### src/hdl/vrs_pkg.sv
// Package for the 26-direction route stepper.
// Holds register codes, reset values, controller states and the
// command/status structs shared by the controller and the datapath.
`default_nettype none

package vrs_pkg;

    localparam int COORD_BITS_DEFAULT = 6;

    localparam int RATIO_W  = 8;
    localparam int THRESH_W = 12;
    localparam int CFG_DATA_W = 12;
    localparam int CFG_IDX_W  = 1;

    localparam logic [CFG_IDX_W-1:0] CFG_RATIO_SCALE    = 1'b0;
    localparam logic [CFG_IDX_W-1:0] CFG_CONE_THRESHOLD = 1'b1;

    localparam logic [RATIO_W-1:0]  RATIO_RESET  = 8'd10;
    localparam logic [THRESH_W-1:0] THRESH_RESET = 12'd20;

    typedef enum logic [1:0] {
        ST_IDLE,
        ST_INIT,
        ST_ANALYSE,
        ST_DECIDE
    } vrs_state_t;

    typedef struct packed {
        logic load;     // capture source and destination
        logic init;     // load step count from the Chebyshev distance
        logic analyse;  // register magnitudes, major axis and scaled largest
        logic step;     // emit the cursor and move it one step back
    } vrs_cmd_t;

    typedef struct packed {
        logic dist_zero; // current remaining vector is zero
        logic last_step; // one point still due
        logic out_free;  // output register can take a point
    } vrs_status_t;

endpackage

`default_nettype wire

### src/hdl/vector_route_stepper_26dir.sv
// Top level of the 26-direction route stepper.
// Joins vrs_ctrl and vrs_datapath; depends on vrs_pkg.
`default_nettype none

// Channel  Direction  Transaction carries
// s_       in         one route request: source and destination point
// m_       out        one route point, m_tlast on the final point
// cfg_     in         one settings write: ratio_scale or cone_threshold
//
// A request of Chebyshev distance D yields D points; each point passes an analyse
// step (register the remaining vector) and a decide step (multiply-compare and
// step), which an output stall holds; a request of distance zero returns to idle
// from the init state. The loop through cursor, magnitude select and the
// scaled-ratio compare is cut by the registered magnitudes and scaled ratio.
// Reset (aresetn low, synchronous) restores the settings to their defaults and
// drops any route in progress. A stalled m_ tready holds the stepper in its
// decide state; the next request is taken as soon as the final point is
// registered, while that point still waits.

module vector_route_stepper_26dir #(
    parameter int COORD_BITS = vrs_pkg::COORD_BITS_DEFAULT
) (
    input  logic                                  aclk,
    input  logic                                  aresetn,
    // s_tdata, lowest bit up: src_x, src_y, src_z, dst_x, dst_y, dst_z
    input  logic                                  s_tvalid,
    output logic                                  s_tready,
    input  logic [((6*COORD_BITS+7)/8)*8-1:0]     s_tdata,
    // m_tdata, lowest bit up: point_x, point_y, point_z; m_tlast: last_point
    output logic                                  m_tvalid,
    input  logic                                  m_tready,
    output logic [((3*COORD_BITS+7)/8)*8-1:0]     m_tdata,
    output logic                                  m_tlast,
    input  logic                                  cfg_we,
    input  logic [vrs_pkg::CFG_IDX_W-1:0]         cfg_index,
    input  logic [vrs_pkg::CFG_DATA_W-1:0]        cfg_wdata
);
    import vrs_pkg::*;

    localparam int OUT_W = ((3*COORD_BITS+7)/8)*8;

    vrs_cmd_t    cmd;
    vrs_status_t status;
    logic [3*COORD_BITS-1:0] point;

    // sequence load, analyse and step
    vrs_ctrl u_ctrl (
        .aclk     (aclk),
        .aresetn  (aresetn),
        .s_tvalid (s_tvalid),
        .s_tready (s_tready),
        .status   (status),
        .cmd      (cmd)
    );

    // hold cursor, settings and the output register
    vrs_datapath #(
        .COORD_BITS (COORD_BITS)
    ) u_datapath (
        .aclk      (aclk),
        .aresetn   (aresetn),
        .in_fields (s_tdata[6*COORD_BITS-1:0]),
        .cfg_we    (cfg_we),
        .cfg_index (cfg_index),
        .cfg_wdata (cfg_wdata),
        .cmd       (cmd),
        .status    (status),
        .m_valid   (m_tvalid),
        .m_ready   (m_tready),
        .m_point   (point),
        .m_last    (m_tlast)
    );

    // pad the point fields with zeros up to whole bytes
    assign m_tdata = OUT_W'(point);

endmodule

`default_nettype wire

### src/hdl/vrs_ctrl.sv
// Controller state machine of the route stepper.
// Depends on vrs_pkg for states and the command/status structs.
`default_nettype none

module vrs_ctrl (
    input  logic                aclk,
    input  logic                aresetn,
    input  logic                s_tvalid,
    output logic                s_tready,
    input  vrs_pkg::vrs_status_t status,
    output vrs_pkg::vrs_cmd_t    cmd
);
    import vrs_pkg::*;

    vrs_state_t state_reg, state_next;

    always_ff @(posedge aclk) begin
        if (!aresetn) begin
            state_reg <= ST_IDLE;
        end else begin
            state_reg <= state_next;
        end
    end

    always_comb begin
        state_next = state_reg;
        unique case (state_reg)
            ST_IDLE: begin
                if (s_tvalid) state_next = ST_INIT;
            end
            ST_INIT: begin
                state_next = status.dist_zero ? ST_IDLE : ST_DECIDE;
            end
            ST_ANALYSE: begin
                state_next = ST_DECIDE;
            end
            ST_DECIDE: begin
                if (status.out_free) begin
                    state_next = status.last_step ? ST_IDLE : ST_ANALYSE;
                end
            end
            default: state_next = ST_IDLE;
        endcase
    end

    always_comb begin
        cmd      = '0;
        s_tready = 1'b0;
        unique case (state_reg)
            ST_IDLE: begin
                s_tready = 1'b1;
                cmd.load = s_tvalid;
            end
            ST_INIT: begin
                cmd.init    = 1'b1;
                cmd.analyse = 1'b1;
            end
            ST_ANALYSE: begin
                cmd.analyse = 1'b1;
            end
            ST_DECIDE: begin
                cmd.step = status.out_free;
            end
            default: begin
                cmd = '0;
            end
        endcase
    end

endmodule

`default_nettype wire

### src/hdl/vrs_datapath.sv
// Datapath of the route stepper: cursor, source, step count, settings,
// direction logic and the output register. Depends on vrs_pkg.
`default_nettype none

module vrs_datapath #(
    parameter int COORD_BITS = vrs_pkg::COORD_BITS_DEFAULT
) (
    input  logic                            aclk,
    input  logic                            aresetn,
    input  logic [6*COORD_BITS-1:0]         in_fields,
    input  logic                            cfg_we,
    input  logic [vrs_pkg::CFG_IDX_W-1:0]   cfg_index,
    input  logic [vrs_pkg::CFG_DATA_W-1:0]  cfg_wdata,
    input  vrs_pkg::vrs_cmd_t               cmd,
    output vrs_pkg::vrs_status_t            status,
    output logic                            m_valid,
    input  logic                            m_ready,
    output logic [3*COORD_BITS-1:0]         m_point,
    output logic                            m_last
);
    import vrs_pkg::*;

    localparam int C     = COORD_BITS;
    localparam int LR_W  = C + RATIO_W;
    localparam int TM_W  = C + THRESH_W + 1;

    logic [RATIO_W-1:0]  ratio_reg;
    logic [THRESH_W-1:0] thresh_reg;

    logic [C-1:0] src_reg    [3];
    logic [C-1:0] cursor_reg [3];
    logic [C:0]   steps_reg;

    logic [C-1:0] mag_reg   [3];
    logic [2:0]   neg_reg;
    logic [2:0]   major_reg;
    logic [LR_W-1:0] lr_reg;

    logic            out_valid_reg;
    logic [3*C-1:0]  out_point_reg;
    logic            out_last_reg;

    logic signed [C:0] diff   [3];
    logic [C:0]        abs_w  [3];
    logic [C-1:0]      mag_w  [3];
    logic [2:0]        major_w;
    logic [C-1:0]      l_mag;
    logic [LR_W-1:0]   lr_w;
    logic [THRESH_W:0] thresh_p1;
    logic [TM_W-1:0]   tm_w   [3];
    logic [2:0]        step_en;
    logic              out_free;

    // settings
    always_ff @(posedge aclk) begin
        if (!aresetn) begin
            ratio_reg  <= RATIO_RESET;
            thresh_reg <= THRESH_RESET;
        end else if (cfg_we) begin
            unique case (cfg_index)
                CFG_RATIO_SCALE:    ratio_reg  <= cfg_wdata[RATIO_W-1:0];
                CFG_CONE_THRESHOLD: thresh_reg <= cfg_wdata[THRESH_W-1:0];
                default: ;
            endcase
        end
    end

    // remaining vector and its magnitudes
    always_comb begin
        for (int i = 0; i < 3; i++) begin
            diff[i]  = $signed({cursor_reg[i][C-1], cursor_reg[i]})
                     - $signed({src_reg[i][C-1], src_reg[i]});
            abs_w[i] = diff[i][C] ? (C+1)'(-diff[i]) : diff[i];
            mag_w[i] = abs_w[i][C-1:0];
        end
        // ties go to x, then y
        if (mag_w[0] >= mag_w[1] && mag_w[0] >= mag_w[2]) begin
            major_w = 3'b001;
            l_mag   = mag_w[0];
        end else if (mag_w[1] >= mag_w[2]) begin
            major_w = 3'b010;
            l_mag   = mag_w[1];
        end else begin
            major_w = 3'b100;
            l_mag   = mag_w[2];
        end
        lr_w = LR_W'(l_mag) * LR_W'(ratio_reg);
    end

    // floor(L*r/m) <= T  is  L*r < (T+1)*m for m > 0
    always_comb begin
        thresh_p1 = {1'b0, thresh_reg} + 1'b1;
        for (int i = 0; i < 3; i++) begin
            tm_w[i]    = TM_W'(thresh_p1) * TM_W'(mag_reg[i]);
            step_en[i] = major_reg[i]
                       | ((mag_reg[i] != '0) && (TM_W'(lr_reg) < tm_w[i]));
        end
    end

    assign out_free = !out_valid_reg || m_ready;

    always_ff @(posedge aclk) begin
        if (cmd.load) begin
            for (int i = 0; i < 3; i++) begin
                src_reg[i]    <= in_fields[i*C +: C];
                cursor_reg[i] <= in_fields[(i+3)*C +: C];
            end
        end else if (cmd.step) begin
            for (int i = 0; i < 3; i++) begin
                if (step_en[i]) begin
                    cursor_reg[i] <= neg_reg[i] ? cursor_reg[i] + 1'b1
                                                : cursor_reg[i] - 1'b1;
                end
            end
        end
        if (cmd.analyse) begin
            for (int i = 0; i < 3; i++) begin
                mag_reg[i] <= mag_w[i];
                neg_reg[i] <= diff[i][C];
            end
            major_reg <= major_w;
            lr_reg    <= lr_w;
        end
        if (cmd.step) begin
            out_point_reg <= {cursor_reg[2], cursor_reg[1], cursor_reg[0]};
            out_last_reg  <= (steps_reg == (C+1)'(1));
        end
    end

    always_ff @(posedge aclk) begin
        if (!aresetn) begin
            steps_reg     <= '0;
            out_valid_reg <= 1'b0;
        end else begin
            if (cmd.init) begin
                steps_reg <= {1'b0, l_mag};
            end else if (cmd.step) begin
                steps_reg <= steps_reg - 1'b1;
            end
            if (cmd.step) begin
                out_valid_reg <= 1'b1;
            end else if (m_ready) begin
                out_valid_reg <= 1'b0;
            end
        end
    end

    assign status.dist_zero = (l_mag == '0);
    assign status.last_step = (steps_reg == (C+1)'(1));
    assign status.out_free  = out_free;

    assign m_valid = out_valid_reg;
    assign m_point = out_point_reg;
    assign m_last  = out_last_reg;

endmodule

`default_nettype wire

### config.mk
export PLATFORM = sky130hd
export DESIGN_NAME = vector_route_stepper_26dir
export DESIGN_NICKNAME = d
export VERILOG_FILES = /design/src/hdl/vrs_pkg.sv /design/src/hdl/vector_route_stepper_26dir.sv /design/src/hdl/vrs_ctrl.sv /design/src/hdl/vrs_datapath.sv
export SDC_FILE = /design/constraint.sdc
export NUM_CORES = 1
export LEC_CHECK = 0
export ABC_AREA = 0
export ABC_CLOCK_PERIOD_IN_PS = 16850
export BUFFER_PORTS_ARGS = -buffer_cell sky130_fd_sc_hd__buf_2
export CAP_MARGIN = 20
export CORE_ASPECT_RATIO = 0.9
export CORE_MARGIN = 2
export CORE_UTILIZATION = 35
export CTS_CLUSTER_SIZE = 8
export DETAILED_ROUTE_END_ITERATION = 10
export PLACE_DENSITY = 0.57
export SETUP_SLACK_MARGIN = 0.3
export SLEW_MARGIN = 20
export SYNTH_ARGS = -nofsm -noshare
export SYNTH_HDL_FRONTEND = slang
export SYNTH_SLANG_ARGS = --single-unit
### constraint.sdc
create_clock -name aclk -period 16.85 [get_ports aclk]
set_input_delay 0.8425 -clock aclk [delete_from_list [all_inputs] [get_ports aclk]]
set_output_delay 0.8425 -clock aclk [all_outputs]
set_load 0.05 [all_outputs]
Word level (Yosys, flattened, before mapping)
Memories as Yosys holds them, arrays and structs flattened.
Index checks and enable logic that the tools add are counted.
Storage, ports and cells
  bits in writable memories: 54
  memories kept: 3
  output and inout port bits: 27
  bits in registers: 69
  logic and storage cells: 112
  bits of input ports: 58
Operators by class
  add/sub/neg operators: 14
  $mul: 4
  reduce and logical (&&, ||, !) cells: 18
  eq/ne operators: 6
  $lt $le $gt $ge: 6
  mux-type cells: 42
  bitwise gates (word level): 8
Memories
  u_datapath.cursor_reg: words 3, width 6, rd ports 3, clocked after Yosys merged registers in 0, write ports 3, RTL line vrs_datapath.sv:31  | logic [C-1:0] cursor_reg [3];
  u_datapath.mag_reg: words 3, width 6, rd ports 3, clocked after Yosys merged registers in 0, write ports 3, RTL line vrs_datapath.sv:34  | logic [C-1:0] mag_reg [3];
  u_datapath.src_reg: words 3, width 6, rd ports 3, clocked after Yosys merged registers in 0, write ports 3, RTL line vrs_datapath.sv:30  | logic [C-1:0] src_reg [3];
Operators by type and width (number)
  2-to-1 mux 6 bit: 13
  less-than comparator 14 x 19 -> 1 bit: 3
  multiplier 13 x 6 -> 19 bit: 3
  2-to-1 mux 1 bit: 23
  subtractor 6 x 6 -> 7 bit: 3
  adder 6 x 1 -> 6 bit (second input constant): 3
  greater-or-equal comparator 6 bit: 3
  negation 6 bit: 3
  nonzero test 6 bit: 3
  subtractor 6 x 1 -> 6 bit (second input constant): 3
  multiplier 6 x 8 -> 14 bit: 1
  adder 12 x 1 -> 13 bit (second input constant): 1
  2-to-1 mux 2 bit: 4
  one-hot mux 2 bit (4 select lines): 1
  == test 7 x 1 -> 1 bit (second input constant): 1
  subtractor 7 x 1 -> 7 bit (second input constant): 1
  zero test 6 bit: 1
  bitwise OR 1 bit: 6
  AND reduction 2 bit: 3
  == test 2 bit (second input constant): 2
  logical AND 1 bit: 4
  nonzero test 2 bit: 2
  OR reduction 2 bit: 2
  2-to-1 mux 3 bit: 1
  7 further kinds: 8

Logic depth before layout (Yosys ltp)
Gate-level depths: netlist (run 1).
  depth after elaboration: 10
  gate-level depth with buffers: 39
  mapped depth without buffers: 38

Cells and area by module
From an unflattened synthesis (run 1), not the netlist that was laid out.
Unflattened totals
  cells, all modules: 1777
  area total of the unflattened synthesis: 16548.4 um^2
By module, submodules not included
  vrs_datapath: cells an instance 1748, instances 1, seq. area each 3353.2 um^2, area each 16300.6 um^2
  vrs_ctrl: cells an instance 22, instances 1, seq. area each 40.0 um^2, area each 198.9 um^2
  vector_route_stepper_26dir: cells an instance 7, instances 1, seq. area each 0.0 um^2, area each 48.8 um^2

Least setup slack after synthesis (run 1)
No wires, ideal clock.
  kind: flip-flop to flip-flop
  start point: memory u_datapath.cursor_reg[0][0] in the netlist's numbering
  end point: register u_datapath.lr_reg[13] (data pin)
  required time: 16592 ps
  arrival time: 6908 ps
  clock period less this slack: 7166 ps
  setup slack: 9684 ps
  path buffers: 0
  stages on the path, launching flop included: 35
  library setup time: 258 ps
  cell sequence: edfxtp_1 > inv_1 > ha_1 > inv_1 > fa_1 > a21o_1 > a21oi_1 > nand2b_1 > a22oi_1 > mux2_2 > ha_1 > a21o_1 > a21o_1 > a21o_1 > a21o_1 > o22a_1 > o2bb2ai_2 > mux2_4 > and2_1 > fa_1 > fa_1 > inv_1 > fa_1 > inv_1 > ha_1 > inv_1 > o21ai_0 > and2_1 > o21ai_0 > nand2b_1 > a21oi_1 > o21bai_1 > a21o_1 > a21oi_1 > xnor2_1
RTL lines
  start, declared: RTL line vrs_datapath.sv:31
  end signal, assigned: RTL line vrs_datapath.sv:122  | lr_reg <= lr_w;
  end, declared: RTL line vrs_datapath.sv:37  | logic [LR_W-1:0] lr_reg;

==> results of run 1 <==
==> area by class of cell <==
| type | instances | area share |
|---|---|---|
| clock inverters | 15 | 0.00845 |
| clock buffers | 17 | 0.0238 |
| flip-flops and latches | 123 | 0.189 |
| well taps | 608 | 0.0425 |
| multi-input cells | 1263 | 0.643 |
| inverters | 315 | 0.0660 |
| diodes | 1 | 0.000140 |
| repair buffers | 88 | 0.0265 |
==> logic make-up after synthesis <==
kind of cell               count (synthesis)
DFF                                      123
adders and majority gates                364
AOI/OAI and AO/OA                        246
and+or+nand+nor                          528
buffers and inverters                    362
other                                      1
muxes                                     30
xor gates and xnor gates                  89
==> worst register-to-register path, delay by kind of cell (launching register included) <==
family,cells,cell delay (ps)
AND/OR/NAND/NOR,4,650
flip-flops,1,430
buffers and inverters,3,270
AO/OA/AOI/OAI,17,3650
adder cells (fa/ha/maj),7,2770
XOR/XNOR,1,80
==> metrics by stage <==
step | cell area [um^2] | hold WS (ps) | setup WS [ps] | std cells
after detailed placement | 17300 | 458 | 8730 | 2397
after global placement | 17300 | 451 | 8600 | 2397
after floorplan | 16300 | 436 | 9680 | 1748
final | 17900 | 472 | 8740 | 2430
after CTS | 17900 | 466 | 8700 | 2429
after global routing | 17900 | 513 | 8220 | 2429
==> Yosys cell counts, types with 18 or more instances <==
| cell type | instances |
|---|---|
| a21o_1 | 32 |
| a21oi_1 | 88 |
| and2_1 | 109 |
| clkbuf_1 | 39 |
| dfxtp_1 | 30 |
| edfxtp_1 | 93 |
| fa_1 | 166 |
| ha_1 | 197 |
| inv_1 | 309 |
| nand2_1 | 111 |
| nand2b_1 | 35 |
| nor2_1 | 49 |
| nor2b_1 | 147 |
| nor3_1 | 18 |
| o21ai_0 | 34 |
| xnor2_1 | 48 |
| xor2_1 | 40 |
==> per-layer routing <==
metal  global-route usage  routed length, um
met1                0.214              17400
met2                0.263              16700
met3               0.0206                968
met4               0.0389                611
met5                    0                 13
==> power breakdown <==
group | total, mW | internal [mW] | switching, mW | leakage, nW
Clock | 0.362 | 0.208 | 0.154 | 0.280
Combinational | 1.94 | 0.855 | 1.08 | 6.99
Sequential | 0.524 | 0.433 | 0.0912 | 1.12
Total | 2.82 | 1.50 | 1.33 | 8.39
==> worst paths after layout <==
| kind | to | cells past startpoint |
|---|---|---|
| setup reg to reg | u_datapath.lr_reg[13] | 32 |
| setup / recovery | u_datapath.lr_reg[13] | 32 |
| hold reg to reg | u_datapath.thresh_reg[11] | 2 |
| hold / removal | u_datapath.thresh_reg[11] | 2 |
==> placed cells by master (no fill, tap or decap), types with 14 or more instances in the layout <==
cell type	netlist	layout
buf_4	6	14
xnor2_1	48	48
dfxtp_1	30	30
xor2_1	40	40
a21oi_1	88	88
nand3_1	14	14
nor3_1	18	18
nor2_1	49	49
nor2b_1	147	147
o21ai_0	34	33
a21o_1	32	32
ha_1	197	196
nand2b_1	35	35
buf_2	2	74
and2_1	109	109
edfxtp_1	93	93
inv_1	309	309
fa_1	166	166
clkbuf_16	0	17
nand2_1	111	111
==> metrics.cfg, run 1 <==
[clock_network]
postCtsSetupBuffers=0
ctsResizeCount=0
ctsHtreeMaxLevel=4
ctsHoldBuffers=0
clockBufferDepth=2
cts_root_buffer=clkbuf_16
clk_pin_slew_ps=70
cts_tree=yes
clock_sinks=123
cts_buffers=17
clk_latency_ps=440

[routing]
ant_nets=0
via_per_inst=4.85
drc=0
drt_iter0_drc=522
wl_per_cell_um=14.7
drt-total-wl_um=35700
via_count=11781
drt-pass1-iter-count=4

[global_routing]
overflow=0
antenna_found_initial=2
grt_pass1_vias=12186
grt_use_total=0.157
grt_pass1_wl_um=61300
grt_start_max_net_pins=39

[layout]
fill_cells=4515
multi_input_area_mm2=0.0115
drive_gt1_frac=0.0901
regArea_mm2=0.00339
final_nets=2229
final_core_util=0.392
areaGrowthSynthToFinish_pct=10.1

[timing]
timing.fmax_mhz=123
final.setup.tns_ps=0
setup_violations=0
slew_headroom=0.374
fin_crit_ps=8110
skew_ps=16.7
period_share=0.481
hold_violations=0
grt_setup_unrepaired=false
maxSlewViolCount=0
worst_slew_pin_slew_ps=932

[synthesis]
synth_compound_area_frac=0.101
muxShareOfSynthArea=0.0205
synth_fa_ha_area_frac=0.357
synth_seq_cells=123
synth_xor_area_frac=0.0484
syn_area_per_cell_um2=9.33
synth-edff-count=93
syn_area_mm2=0.0163
synthCells=1743
ys_async_sr_fraction=0
synth.top_cell.area_share=0.204
ys_types=82
yosys.area_share.simple=0.179
yosys.area.top_type=fa_1
synth_ff_type=edfxtp_1
yosysSeqAreaShare=0.209
ys.warnings.count=0
synth_top_family_by_area=adder cells
synthTopCellsByArea=fa_1 (20%), edfxtp_1 (17%), ha_1 (15%), inv_1 (7.1%), nor2b_1 (5.7%)

[critical_path]
timing.rr.start=u_datapath.cursor_reg[0][6]
crit_start=u_datapath.cursor_reg[0][6]
startpoint_type=register
r2r_slack_ps=8740
cp_slowest_stage_delay_ps=650
slowest_stage=a21oi_2
critPathCaptureType=register
worstPathMaxFanout=11
cp_num_buf_inv=3
worstSetupPathType=reg -> reg
cpMostUsedCell=a21o_1
critical-path-top-delay-family=compound AO/OA/AOI/OAI gates
crit_required_ps=17050
worstPathArrival_ps=8310

[power_and_ir_drop]
p_per_area_mw_per_mm2=158
leakagePower_nw=8.39
vdd_drop_max_mv=0.113
power_mw=2.82

[floorplan]
start_util=0.356
fp.dieW_um=231
die-area_mm2=0.0482
io_pins=85
coreArea_mm2=0.0456
die_y_um=208
num_rows=74

[placement]
gp_congestion=0.810
numPortBuffers=74
hpwl_um=28400

[hold_path]
hp-class=reg -> reg
hp-start=u_datapath.thresh_reg[11]

[outcome]
status=finished clean

[flow_run]
maxCapViolations=0

Power figures use the tool's default switching activity.
==> run 2, diff against run 1 <==
Settings changed: ABC_CLOCK_PERIOD_IN_PS 16850 to 6600, PLACE_DENSITY 0.57 to 0.58.
Clock period 16.85 ns to 6.6 ns, I/O delays scaled along.
==> metrics.cfg, run 2 (same netlist as run 1, synthesis figures left out) <==
[layout]
num_antenna_cells=0  ; was 1
layout_commonest_cell=inv_1  ; unchanged
final_nets=2494  ; was 2229
drive_gt1_frac=0.308  ; was 0.0901
most-common-layout-cells=inv_1 (290), buf_4 (233), fa_1 (161)  ; was inv_1 (309), ha_1 (196), fa_1 (166)
design_area_mm2=0.0216  ; was 0.0179 mm^2
fill_cells=4204  ; was 4515
areaGrowthSynthToFinish_pct=33.1  ; was 10.1%

[placement]
dpl_cell_area_mm2=0.0193  ; was 0.0173 mm^2
numPortBuffers=74  ; unchanged
hpwl_um=32900  ; was 28400 um
gp_congestion=0.853  ; was 0.810
detailedPlace.worstSlack_ps=-381  ; was 8730 ps

[floorplan]
start_util=0.356  ; unchanged
die-area_mm2=0.0482  ; unchanged
fp.dieW_um=231  ; unchanged
num_rows=74  ; unchanged
die_y_um=208  ; unchanged
coreArea_mm2=0.0456  ; unchanged
io_pins=85  ; unchanged

[timing]
period_share=1.04  ; was 0.481
setup_violations=23  ; was 0
maxSlewViolCount=0  ; unchanged
fin_crit_ps=6830  ; was 8110 ps
hold_ws_ps=66.0  ; was 472 ps
slew_headroom=0.395  ; was 0.374
skew_ps=14.2  ; was 16.7 ps
grt_setup_unrepaired=true  ; was false
layout_setup_ws_ps=-235  ; was 8740 ps
timing.fmax_mhz=146  ; was 123 MHz
hold_violations=0  ; unchanged
worst_slew_pin_slew_ps=907  ; was 932 ps

[hold_path]
hp-class=in -> reg  ; was reg -> reg

[global_routing]
grt_use_total=0.177  ; was 0.157
overflow=0  ; unchanged
grt_pass1_wl_um=68400  ; was 61300 um
grt_pass1_vias=13565  ; was 12186
grt_start_max_net_pins=39  ; unchanged
antenna_found_initial=0  ; was 2

[clock_network]
ctsHtreeMaxLevel=4  ; unchanged
cts_tree=yes  ; unchanged
cts_root_buffer=clkbuf_16  ; unchanged
ctsHoldBuffers=0  ; unchanged
clockBufferDepth=2  ; unchanged
clk_pin_slew_ps=60  ; was 70 ps
cts_buffers=17  ; unchanged
clk_latency_ps=440  ; about the same
clock_sinks=123  ; unchanged

[critical_path]
startpoint_type=register  ; unchanged
worstPathArrival_ps=7030  ; was 8310 ps
critPathCaptureType=register  ; unchanged
slowest_stage=fa_1  ; was a21oi_2
crit_required_ps=6790  ; was 17050 ps
cp_slowest_stage_delay_ps=510  ; was 650 ps
cp_num_buf_inv=7  ; was 3
worstPathMaxFanout=5  ; was 11
worstSetupPathType=reg -> reg  ; unchanged
critical-path-top-delay-family=adder cells  ; was compound AO/OA/AOI/OAI gates

[routing]
wl_per_cell_um=15.4  ; was 14.7 um
wl_met3_um=1080  ; was 968 um
drt-pass1-iter-count=5  ; was 4
drt-total-wl_um=41500  ; was 35700 um
via_count=12791  ; was 11781
met1Wirelength_um=18900  ; was 17400 um
dr_wl_met2_um=20300  ; was 16700 um
drt_iter0_drc=452  ; was 522
via_per_inst=4.75  ; was 4.85
maxUsedRoutingLayer=met4  ; was met5
drc=0  ; unchanged
ant_nets=0  ; unchanged

[outcome]
status=finished with violations  ; was finished clean
violations=setup timing

[power_and_ir_drop]
seq_power_share=0.133  ; was 0.185
p_per_area_mw_per_mm2=466  ; was 158 mW/mm^2
leakagePower_nw=10.1  ; was 8.39 nW
p_int_mw=5.75  ; was 1.50 mW
power_mw=10.1  ; was 2.82 mW
switching_share=0.429  ; was 0.470
vdd_drop_max_mv=0.369  ; was 0.113 mV
clkPwrFrac=0.090  ; was 0.128
pwr-share-comb=0.777  ; was 0.686
power.switching_mw=4.32  ; was 1.33 mW

[flow_run]
maxCapViolations=0  ; unchanged

==> run 2: cell types whose count changed in the layout (fill, tap and decap cells not counted), sizes merged <==
cell / before / now
clkinvlp: 2 / 1
clkbuf: 17 / 19
buf: 88 / 352
clkinv: 5 / 9
inv: 322 / 318
diode: 1 / 0
==> run 2: metal layers <==
layer,GRT usage,vias to the layer above
met4,0.0634,0
met1,0.230,6253
met2,0.306,182
met3,0.0174,56
met5,0,-
li1,-,6300
==> run 2: cell type report <==
| cell class | count | area [um^2] | share of cell area |
|---|---|---|---|
| timing repair buffer | 353 | 2870 | 0.132 |
| sequential | 123 | 3410 | 0.157 |
| clock inverter | 14 | 136 | 0.00630 |
| tap | 608 | 761 | 0.0351 |
| multi-input combinational | 1263 | 12900 | 0.594 |
| inverter | 315 | 1180 | 0.0546 |
| clock buffer | 18 | 439 | 0.0203 |
==> run 2: path summary, 6_finish.rpt <==
kind	start	to	slack (ps)	cells past startpoint
setup / recovery	u_datapath.thresh_reg[1]	u_datapath.cursor_reg[0][6]	-230	33
hold / removal	s_tdata[2]	u_datapath.src_reg[0][2]	70	1
setup reg to reg	u_datapath.thresh_reg[1]	u_datapath.cursor_reg[0][6]	-230	33
hold reg to reg	u_datapath.thresh_reg[11]	u_datapath.thresh_reg[11]	490	2
==> run 2: per-stage QoR <==
step | util | instances | TNS [ps]
2_1_floorplan | - | 1748 | -273
3_3_place_gp | 0.423 | 2586 | -5540
3_5_place_dp | 0.423 | 2586 | -8660
4_1_cts | 0.461 | 2675 | -1780
5_1_grt | 0.474 | 2694 | -12230
6_report | 0.474 | 2694 | -4630
==> run 2: repair_timing <==
action / in CTS / in global routing
resized for setup: 142 / 88
pin swaps: 60 / 98
setup buffers: 54 / 18
cloned: 3 / 1
setup endpoints to repair: 43 / 44
==> run 2: power groups by stage <==
| stage | logic, mW | clock network (mW) | registers, mW |
|---|---|---|---|
| floorplan | 4.41 | 0 | 1.20 |
| global placement | 6.27 | 0 | 1.35 |
| detailed placement | 6.41 | 0 | 1.35 |
| CTS | 7.34 | 0.926 | 1.33 |
| global route | 8.79 | 0.955 | 1.35 |
| finish | 7.83 | 0.906 | 1.34 |
